===== src/rtl/h2d_pkg.sv =====
// shared types and constants of the http/2 frame deframer
`timescale 1ns / 1ps
`default_nettype none
package h2d_pkg;

  localparam int unsigned LenW = 24;
  localparam int unsigned SidW = 31;
  localparam logic [LenW-1:0] MaxPayloadReset = 24'd16384;
  // header bytes gathered before the ninth byte completes the header
  localparam logic [3:0] HdrGather = 4'd8;

  typedef enum logic [1:0] {
    KIND_HEADER  = 2'd0,
    KIND_PAYLOAD = 2'd1,
    KIND_ERROR   = 2'd2
  } kind_e;

  typedef enum logic [1:0] {
    PH_HEADER  = 2'd0,
    PH_PAYLOAD = 2'd1,
    PH_ERROR   = 2'd2
  } phase_e;

  typedef struct packed {
    logic [7:0] data_byte;
  } in_item_t;

  typedef struct packed {
    logic [LenW-1:0] max_payload;
  } cfg_item_t;

  typedef struct packed {
    kind_e           kind;
    logic [LenW-1:0] frame_length;
    logic [7:0]      frame_type;
    logic [7:0]      frame_flags;
    logic [SidW-1:0] strm_id;
    logic [7:0]      payload_byte;
    logic            last_of_frame;
  } out_item_t;

  typedef struct packed {
    logic      valid;
    out_item_t item;
  } res_t;

endpackage
`default_nettype wire


===== src/rtl/h2d_chan_if.sv =====
// valid/ready channel carrying one payload per transaction
`timescale 1ns / 1ps
`default_nettype none
interface h2d_chan_if #(
  parameter type payload_t = logic
);
  logic     valid;
  logic     ready;
  payload_t payload;

  modport source (output valid, output payload, input ready);
  modport sink (input valid, input payload, output ready);
endinterface
`default_nettype wire


===== src/rtl/h2d_parser.sv =====
// frame header parser state and per-byte result logic
`timescale 1ns / 1ps
`default_nettype none
module h2d_parser (
  input  logic               clk_i,
  input  logic               rst_ni,
  input  logic               byte_valid_i,
  input  h2d_pkg::in_item_t  byte_i,
  input  logic               cfg_valid_i,
  input  h2d_pkg::cfg_item_t cfg_i,
  output h2d_pkg::res_t      res_o
);
  import h2d_pkg::*;

  logic [LenW-1:0] max_q, max_d;
  logic [63:0]     hdr_q, hdr_d;
  logic [3:0]      cnt_q, cnt_d;
  logic [LenW-1:0] left_q, left_d;
  phase_e          phase_q, phase_d;

  logic [LenW-1:0] len;
  logic [LenW-1:0] left_dec;

  assign len      = hdr_q[63:40];
  assign left_dec = (left_q != '0) ? left_q - LenW'(1) : '0;

  always_comb begin
    max_d   = cfg_valid_i ? cfg_i.max_payload : max_q;
    hdr_d   = hdr_q;
    cnt_d   = cnt_q;
    left_d  = left_q;
    phase_d = phase_q;
    res_o   = '0;
    if (byte_valid_i) begin
      unique case (phase_q)
        PH_HEADER: begin
          if (cnt_q < HdrGather) begin
            hdr_d = {hdr_q[55:0], byte_i.data_byte};
            cnt_d = cnt_q + 4'd1;
          end else begin
            hdr_d                   = '0;
            cnt_d                   = '0;
            res_o.valid             = 1'b1;
            res_o.item.frame_length = len;
            res_o.item.frame_type   = hdr_q[39:32];
            res_o.item.frame_flags  = hdr_q[31:24];
            res_o.item.strm_id      = {hdr_q[22:16], hdr_q[15:8], hdr_q[7:0],
                                       byte_i.data_byte};
            if (len > max_q) begin
              phase_d                  = PH_ERROR;
              left_d                   = '0;
              res_o.item.kind          = KIND_ERROR;
              res_o.item.last_of_frame = 1'b1;
            end else begin
              left_d                   = len;
              phase_d                  = (len == '0) ? PH_HEADER : PH_PAYLOAD;
              res_o.item.kind          = KIND_HEADER;
              res_o.item.last_of_frame = (len == '0);
            end
          end
        end
        PH_PAYLOAD: begin
          left_d                   = left_dec;
          res_o.valid              = 1'b1;
          res_o.item.kind          = KIND_PAYLOAD;
          res_o.item.payload_byte  = byte_i.data_byte;
          res_o.item.last_of_frame = (left_dec == '0);
          if (left_dec == '0) begin
            phase_d = PH_HEADER;
          end
        end
        default: begin
          // sticky error: bytes are dropped
        end
      endcase
    end
  end

  always_ff @(posedge clk_i or negedge rst_ni) begin
    if (!rst_ni) begin
      max_q   <= MaxPayloadReset;
      hdr_q   <= '0;
      cnt_q   <= '0;
      left_q  <= '0;
      phase_q <= PH_HEADER;
    end else begin
      max_q   <= max_d;
      hdr_q   <= hdr_d;
      cnt_q   <= cnt_d;
      left_q  <= left_d;
      phase_q <= phase_d;
    end
  end

endmodule
`default_nettype wire


===== src/rtl/http2_frame_deframer_top.sv =====
// top level of the http/2 frame deframer
// Takes one stream byte per transaction and can accept a byte in every cycle
// while the result side keeps up: each byte is parsed in the cycle it is
// taken and any result (header, payload byte or oversize error) appears in the
// output register on the next cycle. The output register frees itself in the
// cycle its result is taken, so a stalled result side stops input only while
// it holds that register. After an oversize error every byte is accepted and
// dropped until reset. max_payload may be written at any time the block is
// idle and applies from the next header check.
`timescale 1ns / 1ps
`default_nettype none
module http2_frame_deframer_top (
  input logic       clk_i,
  input logic       rst_ni,
  h2d_chan_if.sink   in_i,
  h2d_chan_if.sink   cfg_i,
  h2d_chan_if.source out_o
);
  import h2d_pkg::*;

  logic      in_accept;
  res_t      res;
  logic      out_valid_q, out_valid_d;
  out_item_t out_q, out_d;

  assign in_i.ready  = !out_valid_q || out_o.ready;
  assign cfg_i.ready = 1'b1;
  assign in_accept   = in_i.valid && in_i.ready;

  h2d_parser u_parser (
    .clk_i        (clk_i),
    .rst_ni       (rst_ni),
    .byte_valid_i (in_accept),
    .byte_i       (in_i.payload),
    .cfg_valid_i  (cfg_i.valid),
    .cfg_i        (cfg_i.payload),
    .res_o        (res)
  );

  always_comb begin
    out_valid_d = out_valid_q && !out_o.ready;
    out_d       = out_q;
    if (res.valid) begin
      out_valid_d = 1'b1;
      out_d       = res.item;
    end
  end

  always_ff @(posedge clk_i or negedge rst_ni) begin
    if (!rst_ni) begin
      out_valid_q <= 1'b0;
    end else begin
      out_valid_q <= out_valid_d;
    end
  end

  always_ff @(posedge clk_i) begin
    out_q <= out_d;
  end

  assign out_o.valid   = out_valid_q;
  assign out_o.payload = out_q;

  assert property (@(posedge clk_i) disable iff (!rst_ni)
    res.valid |=> out_valid_q)
    else $error("parser result not registered");

  assert property (@(posedge clk_i) disable iff (!rst_ni)
    out_valid_q && out_q.kind == KIND_ERROR |-> out_q.last_of_frame)
    else $error("error result not marked last");

  assert property (@(posedge clk_i) disable iff (!rst_ni)
    out_valid_q && out_q.kind == KIND_PAYLOAD
      |-> out_q.frame_length == '0 && out_q.strm_id == '0)
    else $error("payload result carries header fields");

  assert property (@(posedge clk_i) disable iff (!rst_ni)
    res.valid |-> in_accept)
    else $error("result without an accepted byte");

endmodule
`default_nettype wire

===== src/flat_wrapper.sv =====
// flat-port wrapper written by rule: the top's interface ports become plain ports
module http2_frame_deframer_top_flat import h2d_pkg::*;
  (clk_i, rst_ni, in_i_valid, in_i_payload, in_i_ready, cfg_i_valid, cfg_i_payload, cfg_i_ready, out_o_valid, out_o_payload, out_o_ready);
  h2d_chan_if in_i_i ();
  h2d_chan_if cfg_i_i ();
  h2d_chan_if out_o_i ();
  input logic clk_i;
  input logic rst_ni;
  input wire logic [$bits(in_i_i.valid)-1:0] in_i_valid;
  input wire logic [$bits(in_i_i.payload)-1:0] in_i_payload;
  output wire logic [$bits(in_i_i.ready)-1:0] in_i_ready;
  input wire logic [$bits(cfg_i_i.valid)-1:0] cfg_i_valid;
  input wire logic [$bits(cfg_i_i.payload)-1:0] cfg_i_payload;
  output wire logic [$bits(cfg_i_i.ready)-1:0] cfg_i_ready;
  output wire logic [$bits(out_o_i.valid)-1:0] out_o_valid;
  output wire logic [$bits(out_o_i.payload)-1:0] out_o_payload;
  input wire logic [$bits(out_o_i.ready)-1:0] out_o_ready;
  assign in_i_i.valid = in_i_valid;
  assign in_i_i.payload = in_i_payload;
  assign in_i_ready = in_i_i.ready;
  assign cfg_i_i.valid = cfg_i_valid;
  assign cfg_i_i.payload = cfg_i_payload;
  assign cfg_i_ready = cfg_i_i.ready;
  assign out_o_valid = out_o_i.valid;
  assign out_o_payload = out_o_i.payload;
  assign out_o_i.ready = out_o_ready;
  http2_frame_deframer_top u_core (.clk_i(clk_i), .rst_ni(rst_ni), .in_i(in_i_i), .cfg_i(cfg_i_i), .out_o(out_o_i));
endmodule

===== config.mk =====
export PLATFORM = sky130hd
export DESIGN_NAME = http2_frame_deframer_top_flat
export DESIGN_NICKNAME = d
export VERILOG_FILES = /design/src/rtl/h2d_pkg.sv /design/src/rtl/h2d_chan_if.sv /design/src/rtl/h2d_parser.sv /design/src/rtl/http2_frame_deframer_top.sv /design/src/flat_wrapper.sv
export SDC_FILE = /design/constraint.sdc
export NUM_CORES = 1
export LEC_CHECK = 0
export ABC_AREA = 1
export BUFFER_PORTS_ARGS = -buffer_cell sky130_fd_sc_hd__clkbuf_2
export CAP_MARGIN = 20
export CORE_MARGIN = 5
export CORE_UTILIZATION = 30
export DETAILED_ROUTE_END_ITERATION = 12
export SLEW_MARGIN = 30
export SYNTH_ARGS = -nofsm -noshare
export SYNTH_HDL_FRONTEND = slang
export SYNTH_HIERARCHICAL = 1
export SYNTH_SLANG_ARGS = --single-unit

===== constraint.sdc =====
create_clock -name clk_i -period 4.1 [get_ports clk_i]
set_clock_uncertainty 0.1 [all_clocks]
set_input_delay 0.82 -clock clk_i [delete_from_list [all_inputs] [get_ports clk_i]]
set_output_delay 0.82 -clock clk_i [all_outputs]
set_load 0.01 [all_outputs]

Word level (Yosys, flattened, before mapping). Index checks and enable logic that the tools add are counted.

Flip-flop bits (word level): 98. Bits in latches: 0. Bits in writable memories: 0. Bits in read-only memories: 0. Input port bits: 7. Output and inout port bits: 4. Word-level logic and storage cells: 48. Memories kept: 0.

Add/subtract/negate cells: 2. $mul: 0. Divide/modulo/power cells: 0. Order comparisons: 2. Equality and inequality tests: 3. Shift operators: 0. Mux-type cells: 21. Bitwise operators: 0. Reductions and logical operators: 13.

Operator list (count): $mux 83 (1); $mux 74 (1); $mux 24 (3); $mux 71 (1); $mux 64 (1); $logic_not 24->1 (2); $pmux 24 s2 (1); $gt 24x15->1 (1); $reduce_bool 24->1 (1); $sub 24x1->24 const B (1); $mux 2 (4); $pmux 3 s2 (1); $mux 1 (5); $add 4x1->4 const B (1); $lt 4x4->1 const B (1); $mux 4 (1); $ne 2x2->1 const B (2); $pmux 2 s2 (1); $reduce_and 4->1 (1); $reduce_and 3->1 (1); $eq 2x1->1 const B (1); $logic_and 1x1->1 (2); $logic_not 1->1 (2); $logic_not 2->1 (1); 4 further kinds (4).

Logic depth before layout (Yosys ltp). Gate-level depths: netlist of the first run.

Word-level depth: 6. Mapped depth: 15. Mapped depth without buffers: 15.

Modules after synthesis. Netlist of the first run, hierarchy kept.

By module, submodules not included: h2d_parser (instances 1, cells each 848, area an instance 6491.2 um^2, seq. area each 2954.1 um^2); http2_frame_deframer_top (instances 1, cells each 11, area an instance 93.8 um^2, seq. area each 55.1 um^2).

Worst setup path after synthesis of the first run. OpenSTA, ideal clock, no wires.

Path kind: input-to-reg. From: input out_o_ready. To: register u_core.u_parser.hdr_q[15]. Setup time: 138 ps. Arrival time: 2118 ps. Required time: 3862 ps. Path slack: 1744 ps. Stages: 7. Buffers on the path: 2. Cell sequence: inv_1 a21oi_1 inv_1 nor2_1 clkbuf_1 buf_1 o22ai_1.

Longest elaborated chain between the ends: 3.

RTL lines: from (decl) (line flat_wrapper.sv:17) `input wire logic [$bits(out_o_i.ready)-1:0] out_o_ready;`; $logic_or 1x1->1 (line http2_frame_deframer_top.sv:26) `assign in_i.ready = !out_valid_q || out_o.ready;`; $logic_and 1x1->1 (line http2_frame_deframer_top.sv:28) `assign in_accept = in_i.valid && in_i.ready;`; via u_core.in_accept (line http2_frame_deframer_top.sv:21) `logic in_accept;`; $reduce_and 2->1 (no source line); to (signal assigned) (line h2d_parser.sv:88) `hdr_q <= hdr_d;`; to (decl) (line h2d_parser.sv:16) `logic [63:0] hdr_q, hdr_d;`.

The timed path passes the listed nets, and every way through them passes these cells. A chain may end at the register's enable or synchronous reset.

Worst setup path in the final report of the first run.
From: register u_core.u_parser.hdr_q[53]. To: register u_core.out_q (netlist bit u_core/out_o.payload) (data pin).

Longest elaborated chain between the ends: 4. Elaborated cells on any way between the ends: 5. Those cells by class: 1 x order compare; 3 x mux; 1 x reduce/logical.

RTL lines: $gt 24x15->1 or $logic_not 24->1 (tied branches) (line h2d_parser.sv:49, h2d_parser.sv:58); $mux 1 * (line h2d_parser.sv:49) `if (len > max_q) begin`; $mux 1 * (line h2d_parser.sv:37) `if (cnt_q < HdrGather) begin`; $pmux 1 s2 * (line h2d_parser.sv:35) `unique case (phase_q)`; to (signal assigned) (line http2_frame_deframer_top.sv:58) `out_q <= out_d;`; to (decl) (line http2_frame_deframer_top.sv:24) `out_item_t out_q, out_d;`.

Every way passes the cells marked *; elsewhere a longest branch is shown, timed or not.

==> run metrics, run 1 <==
wire per inst 12.9 um; worst-path fanout max 26; die height 154 um; internal power 2.38 mW; P&R area growth vs syn 16.4%; DRC errors left 0; Post-Syn Area 0.00625 mm^2; Slew @ Worst Pin 910 ps; first drt pass iteration count 7; Flop pwr share 41.6%; layout cells sized above 1 7.91%; PD cells 421 mW/mm^2; CTS root buffer clkbuf_16; Final Hold Viols 0; initial antenna violation count 0; setup violators final 0; reg2reg path depth 10; P_leak 3.52 nW; Reg clk slew, reported paths 50 ps; Syn Inst Count 770; final net count 831; GRT Util Overall 12.4%; postcts setup bufs 0; Reg-to-Reg Start u_core/u_parser/hdr_q[53]$_DFFE_PN0P_; antenna cells 0; Slowest Stage Delay on Critical Path 670 ps; CP max-delay cell nand2_1; Max transition margin 39.2%; clock sink count 120; Worst Setup Start Kind register; Switching Share 22.3%; CP Capture Type register; fin crit share 68.2%; setup_tns 0 ps; net switching power 0.684 mW; HPWL Detailed 9.44 mm; Tot Pwr 3.06 mW; total gr overflow 0; RSZ-0062 raised after global routing no; post-route ant nets 0; Final Routed Wirelength 14.0 mm; Clock Latency Late Sink 410 ps; H-tree depth 4; hold_buf cts 0; WP data required 4160 ps; largest net degree at the start of global routing 66; I/O pins 11; cts bufs inserted 17; # resized after CTS 0; WL met3 582 um; Final Slew Violations 0; Gate power share 7.2%; Vias/cell 4.52; DR vias 4881; Placer Congestion 0.832; status finished clean; die area 0.0238 mm^2; violation count after the first detailed-route iteration 351; CTS max path bufs 2; Top Layer Used met4; first-pass GRT wire length 24.3 mm; core area 0.0204 mm^2; port bufs 9; FMAX 358 MHz; RR Endpoint u_core/out_o.payload$_DFFE_PP_; Max Cap Viol 0; synthesized area per cell 8.12 um^2; routed wl met2 6.51 mm; WL met1 6.71 mm; Cell Chain, Critical Path ha_1 > nand4_1 > inv_1 > nand2_1 > nor4_1 > nand2_1 > nand2_1 > o21ai_0 > nand2_1 > a21oi_2; CTS tree built; Arr. time, crit path 2860 ps; Synthesis Warnings 6; reg2reg setup slack 1310 ps; CP Class register to register; worst hold path type primary input to async pin; Peak VDD IR 0.410 mV; row cnt 52; minimum clock period 2790 ps; vias in the first global route 4794; most frequent CP cell nand2_1; starting density of the core 30.7%; Die W 154 um; Clock Power Share 51.2%
-- power by group through the flow --
stage / logic, mW / registers (mW) / clock network, mW
after floorplan: 0.158 / 1.28 / 0
after global placement: 0.218 / 1.29 / 0
after detailed placement: 0.223 / 1.29 / 0
after CTS: 0.225 / 1.27 / 1.61
after global routing: 0.263 / 1.28 / 1.66
final: 0.221 / 1.27 / 1.57
-- routing by layer --
| metal | vias to the layer above | GRT usage, % |
|---|---|---|
| met4 | 0 | 3.57 |
| met3 | 10 | 3.27 |
| met1 | 2212 | 17.0 |
| met5 | - | 0 |
| li1 | 2567 | - |
| met2 | 92 | 19.5 |
-- layout by cell type, fill, tap and decap left out, types with 2 or more instances in the layout --
cell type and count:
a21oi_1 23, a31oi_1 12, buf_4 6, bufinv_16 4, clkbuf_1 2, clkbuf_16 17, clkbuf_2 8, clkbuf_8 3
clkinv_2 2, clkinvlp_4 2, conb_1 31, dfrtp_1 118, ha_1 26, inv_1 143, nand2_1 124, nand2_2 3
nand3_1 56, nand4_1 17, nor2_1 49, nor2_2 8, nor2_4 4, nor3_1 3, nor4_1 3, o21ai_0 62
o21ai_1 2, o22ai_1 67
-- area by class of cell --
| class | count | area [um^2] |
|---|---|---|
| clock buffer | 22 | 474 |
| clock inverter | 8 | 145 |
| fill | 2113 | 13100 |
| inverter | 144 | 541 |
| multi-input combinational | 500 | 2660 |
| sequential | 120 | 3010 |
| tap | 270 | 338 |
| timing repair buffer | 15 | 105 |
-- sequential cells by signal (all words and copies together), names as in the netlist --
register	count
u_core/out_o.payload	1
u_core/out_o.valid	1
u_core/u_parser/cnt_q	4
u_core/u_parser/hdr_q	64
u_core/u_parser/left_q	24
u_core/u_parser/max_q	24
u_core/u_parser/phase_q	2
-- stage by stage --
| step | util, % | cell area, um^2 | cells | hold slack [ps] | worst slack, ps |
|---|---|---|---|---|---|
| finish | 35.7 | 7280 | 1079 | 367 | 1310 |
| global route | 35.7 | 7280 | 1079 | 397 | 1050 |
| CTS | 35.7 | 7280 | 1079 | 372 | 1310 |
| detailed placement | 32.7 | 6660 | 1049 | 366 | 1260 |
| global placement | 32.7 | 6660 | 1049 | 351 | 1380 |
| floorplan | - | 6360 | 799 | 334 | 1770 |
-- critical path, delay by kind of cell, from the launching register on --
kind / cells / cell delay [ps]
buf+inv: 1 / 70
flops: 1 / 480
simple gates: 6 / 1240
fa+ha+maj: 1 / 350
compound gates: 2 / 280
-- worst max-delay path by stage --
stage / slack, ps / depth (start not counted) / startpoint / to
after global routing: 1050 / 11 / u_core/u_parser/max_q[14]$_DFFE_PN1P_ / u_core/out_o.payload$_DFFE_PP_
after floorplan: 1770 / 7 / out_o_ready / u_core/u_parser/hdr_q[15]$_DFFE_PN0P_
final: 1310 / 10 / u_core/u_parser/hdr_q[53]$_DFFE_PN0P_ / u_core/out_o.payload$_DFFE_PP_
after global placement: 1380 / 9 / out_o_ready / u_core/u_parser/left_q[9]$_DFFE_PN0P_
after detailed placement: 1260 / 9 / out_o_ready / u_core/u_parser/left_q[8]$_DFFE_PN0P_
after CTS: 1310 / 11 / u_core/u_parser/max_q[14]$_DFFE_PN1P_ / u_core/out_o.payload$_DFFE_PP_
No activity file was read; power rests on OpenSTA's default activity.
==> run 2: changes to the inputs <==
- ABC_AREA: 1 -> 0
- clock period: 4.1 -> 2.5 ns (I/O delays scaled with it)
==> run metrics, run 2 <==
status complete, but fails checks; failing checks negative setup slack; final net count 863; largest reg by FF count u_core/u_parser/hdr_q; fin crit share 126%; worst hold path startpoint in_i_payload; post-route ant nets 0; WP data required 2660 ps; cts bufs inserted 17; Max transition margin 60.0%; Max Cap Viol 0; Buf/Inv on CP 2; setup violators final 26; violation count after the first detailed-route iteration 396; HPWL Detailed 10.5 mm; Clock Latency Late Sink 410 ps; GRT Util Overall 14.0%; Final Routed Wirelength 16.4 mm; Reg clk slew, reported paths 60 ps; setup_tns -12830 ps; H-tree depth 4; first-pass GRT wire length 27.4 mm; depth of the worst hold-timing path 3; Peak VDD IR 0.453 mV; Slew @ Worst Pin 600 ps; layout cells sized above 1 26.1%; Layout Utilization 41.1%; CP Capture Type register; antenna cells 0; worst hold path type primary input to register; CP Class register to register; total gr overflow 0; RR Endpoint u_core/out_o.payload$_DFFE_PP_; die height 155 um; largest net degree at the start of global routing 71; Final WS setup -642 ps; Cell Chain, Critical Path buf_6 > or4_4 > or4_4 > buf_6 > or4b_4 > o211ai_2 > o31ai_2 > or4_4 > o211ai_2; CTS max path bufs 2; row cnt 53; starting density of the core 30.3%; Reg-to-Reg Start u_core/u_parser/left_q[1]$_DFFE_PN0P_; biggest registers after layout u_core/u_parser/hdr_q x64, u_core/u_parser/left_q x24, u_core/u_parser/max_q x24; RSZ-0062 raised after global routing yes; port bufs 9; worst hold slack 215 ps; CP max-delay cell or4_4; multi-input logic area 0.00342 mm^2; Largest register FFs 64; PD cells 828 mW/mm^2; cell family with most CP delay simple AND/OR/NAND/NOR gates; Post-Syn Area 0.00634 mm^2; P&R area growth vs syn 35.6%; first drt pass iteration count 7; filler cell count 2013; clock sink count 120; minimum clock period 3140 ps; Synthesis Warnings 6; reg2reg path depth 9; Syn Inst Count 703; synthesized area per cell 9.02 um^2; P_leak 4.27 nW; FF+latch area 0.00301 mm^2; Final Slew Violations 0; fin area 0.00859 mm^2; core area 0.0209 mm^2; most frequent cells in the layout nand2_1 (171), dfrtp_1 (118), buf_4 (97), nand3b_1 (64), o21ai_0 (32); Vias/cell 4.84; Placement Cell Area 0.00746 mm^2; vias in the first global route 5323; Arr. time, crit path 3310 ps; die area 0.0241 mm^2; reg2reg setup slack -640 ps; Placer Congestion 0.872; Die W 155 um; initial antenna violation count 0; Worst Setup Start Kind register; commonest non-fill, non-tap cell in the layout nand2_1; Final Hold Viols 0; CTS root buffer clkbuf_16; Slowest Stage Delay on Critical Path 560 ps; I/O pins 11; DRC errors left 0; DR vias 5406; worst-path fanout max 3; most frequent CP cell or4_4; WHS Endpoint u_core/u_parser/hdr_q[0]$_DFFE_PN0P_; CTS tree built; wire per inst 14.7 um; FMAX 318 MHz; Tot Pwr 7.11 mW
-- run 2: tightest hold or removal path: stages --
cell and delay (ps):
clkbuf_2 70, nand3b_1 60, nand2_1 60
-- run 2: how the worst max path moves through the flow --
stage | end | slack (ps) | start | cells past startpoint
2_1_floorplan | u_core/out_o.payload$_DFFE_PP_ | -740 | u_core/u_parser/left_q[2]$_DFFE_PN0P_ | 9
3_3_place_gp | u_core/out_o.payload$_DFFE_PP_ | -650 | u_core/u_parser/left_q[10]$_DFFE_PN0P_ | 7
3_5_place_dp | u_core/out_o.payload$_DFFE_PP_ | -700 | u_core/u_parser/left_q[10]$_DFFE_PN0P_ | 7
4_1_cts | u_core/out_o.payload$_DFFE_PP_ | -600 | u_core/u_parser/left_q[2]$_DFFE_PN0P_ | 8
5_1_grt | u_core/out_o.payload$_DFFE_PP_ | -670 | u_core/u_parser/left_q[1]$_DFFE_PN0P_ | 9
6_report | u_core/out_o.payload$_DFFE_PP_ | -640 | u_core/u_parser/left_q[1]$_DFFE_PN0P_ | 9
-- run 2: metal layers --
layer | global-route usage [%] | wire [um] | up-vias
li1 | - | - | 2668
met1 | 18.5 | 7440 | 2569
met2 | 22.4 | 7840 | 134
met3 | 3.23 | 749 | 35
met4 | 5.54 | 392 | 0
met5 | 0 | 0 | -
-- run 2: report_power, final --
group          leakage [nW]  switching (mW)  internal, mW
Clock                 0.304           0.844          1.74
Sequential             1.57           0.166          2.19
Combinational          2.39            1.13          1.04
-- run 2: through the flow --
step / std cells / worst slack, ps
5_1_grt: 1118 / -668
2_1_floorplan: 732 / -740
6_report: 1118 / -642
4_1_cts: 1114 / -596
3_3_place_gp: 1063 / -650
3_5_place_dp: 1063 / -697
-- run 2: cell type report --
| type | count | share of cell area (%) |
|---|---|---|
| multi-input combinational | 534 | 39.8 |
| sequential | 120 | 35.0 |
| timing repair buffer | 128 | 12.6 |
| clock buffer | 24 | 5.60 |
| tap | 275 | 4.00 |
| clock inverter | 8 | 1.66 |
| inverter | 29 | 1.30 |
-- run 2: repair_timing --
item | 4_1_cts | 5_1_grt
gates resized for setup | 57 | 39
hold buffers | 1 | 0
hold endpoints to repair | 30 | 0
buffers inserted | 16 | 9
cloned | 3 | 0
setup endpoints to repair | 27 | 27
pin swaps | 14 | 20
==> run 3: changes to the inputs <==
- GPL_TIMING_DRIVEN: default -> 0
- SKIP_LAST_GASP: default -> 1
==> run metrics, run 3 (synthesized netlist as in run 2, its figures left out) <==
status complete, but fails checks; failing checks negative setup slack; Largest register FFs 64; Slew @ Worst Pin 682 ps; setup_tns -12840 ps; antenna cells 0; Die W 155 um; Final Routed Wirelength 16.8 mm; largest reg by FF count u_core/u_parser/hdr_q; internal power 4.56 mW; Clock Power Share 37.7%; largest net degree at the start of global routing 72; H-tree depth 4; biggest registers after layout u_core/u_parser/hdr_q x64, u_core/u_parser/left_q x24, u_core/u_parser/max_q x24; violation count after the first detailed-route iteration 451; wire per inst 15.4 um; post-route ant nets 0; row cnt 53; FMAX 306 MHz; vias in the first global route 5290; Worst Setup Start Kind register; Cell Chain, Critical Path inv_2 > ha_4 > or3b_4 > or4_4 > buf_8 > o32a_1 > o211ai_2 > o31ai_2 > or4_4 > o211ai_2; Gate power share 24.9%; Max transition margin 54.1%; Clock Latency Late Sink 430 ps; final net count 844; first-pass GRT wire length 28.0 mm; Vias/cell 4.99; clock sink count 120; I/O pins 11; P&R area growth vs syn 30.5%; core area 0.0209 mm^2; Placer Congestion 0.886; CP Class register to register; DRC errors left 0; cts bufs inserted 17; CTS max path bufs 2; Reg-to-Reg Start u_core/u_parser/left_q[0]$_DFFE_PN0P_; RSZ-0062 raised after global routing yes; fin crit share 131%; initial antenna violation count 0; starting density of the core 30.3%; Arr. time, crit path 3420 ps; CTS root buffer clkbuf_16; CTS tree built; Switching Share 30.4%; Peak VDD IR 0.448 mV; Max Cap Viol 0; Final Hold Viols 0; WP data required 2650 ps; port bufs 8; P_leak 3.96 nW; Final WS setup -770 ps; CP max-delay cell or4_4; Slowest Stage Delay on Critical Path 540 ps; cell family with most CP delay simple AND/OR/NAND/NOR gates; GRT Util Overall 14.4%; placed cell count 1016; minimum clock period 3270 ps; Reg clk slew, reported paths 60 ps; DR vias 5475; Flop pwr share 37.3%; CP startpoint u_core/u_parser/left_q[0]$_DFFE_PN0P_; HPWL Detailed 10.8 mm; most frequent cells in the layout nand2_1 (171), dfrtp_1 (106), nand3b_1 (64), buf_4 (46), o21ai_0 (44); setup violators final 26; die height 155 um; layout cells sized above 1 20.9%; Final Slew Violations 0; filler cell count 2055; Post-Layout Cell Count 1097; commonest non-fill, non-tap cell in the layout nand2_1; total gr overflow 0; PD cells 793 mW/mm^2; hold_buf cts 0; net switching power 2.00 mW; dpl ws -1200 ps; die area 0.0241 mm^2; CP Capture Type register; first drt pass iteration count 5; Buf/Inv on CP 2; worst hold path type primary input to async pin; worst-path fanout max 8
## run 3: changes by cell type in the layout (fill, tap and decap cells not counted), moves of 5 or more
cell and delta:
buf_4 -51, o21ai_2 -7, o21ai_0 +12, o21ai_1 -5, ha_1 -5, clkbuf_1 +31
dfrtp_1 -12, dfrtp_2 +12, buf_12 -6, ha_4 +5
## run 3: final timing paths
check / to / slack [ps] / depth (start not counted)
max reg2reg: u_core/out_o.payload$_DFFE_PP_ / -770 / 10
min: u_core/u_parser/hdr_q[2]$_DFFE_PN0P_ / 4 / 1
max in group asynchronous: u_core/u_parser/max_q[14]$_DFFE_PN1P_ / 1600 / 2
min reg2reg: u_core/u_parser/hdr_q[38]$_DFFE_PN0P_ / 360 / 2
min in group clk_i: u_core/u_parser/hdr_q[0]$_DFFE_PN0P_ / 220 / 3
max: u_core/out_o.payload$_DFFE_PP_ / -770 / 10
## run 3: stage by stage
step	hold WS [ps]	cell area [um^2]	util (%)	total power, mW
after CTS	22.3	8080	38.7	6.50
after detailed placement	355	6910	33.1	3.72
final	4.49	8270	39.6	6.56
after global placement	349	6870	32.9	3.70
after floorplan	104	6490	-	3.37
after global routing	45.9	8270	39.6	6.90
## run 3: power by group through the flow
stage / Clock [mW] / Combinational (mW) / Sequential (mW)
2_1_floorplan: 0 / 0.956 / 2.42
3_3_place_gp: 0 / 1.21 / 2.49
3_5_place_dp: 0 / 1.23 / 2.49
4_1_cts: 2.53 / 1.54 / 2.43
5_1_grt: 2.61 / 1.81 / 2.48
6_report: 2.47 / 1.63 / 2.45
## run 3: area by class of cell
| cell class | instances | area, um^2 | share of cell area (%) |
|---|---|---|---|
| repair buffers | 63 | 536 | 6.47 |
| plain buffers | 46 | 249 | 3.01 |
| flip-flops and latches | 120 | 3020 | 36.6 |
| well taps | 275 | 344 | 4.16 |
| clock buffers | 22 | 474 | 5.73 |
| clock inverters | 8 | 121 | 1.47 |
| inverters | 29 | 109 | 1.32 |
| multi-input cells | 534 | 3410 | 41.3 |
## run 3: timing repair
item | in CTS | in global routing
resized for setup | 62 | 29
gates cloned | 4 | 0
pin swaps | 24 | 20
buffers inserted | 41 | 11
endpoints found under the hold margin | 0 | 0
endpoints found under the setup margin | 27 | 27
## run 3: per-layer routing
layer | wire, um | vias to the layer above | GRT usage (%)
li1 | - | 2640 | -
met4 | 424 | 0 | 5.13
met2 | 7920 | 180 | 22.4
met5 | 0 | - | 0
met1 | 7570 | 2617 | 19.7
met3 | 935 | 38 | 3.37
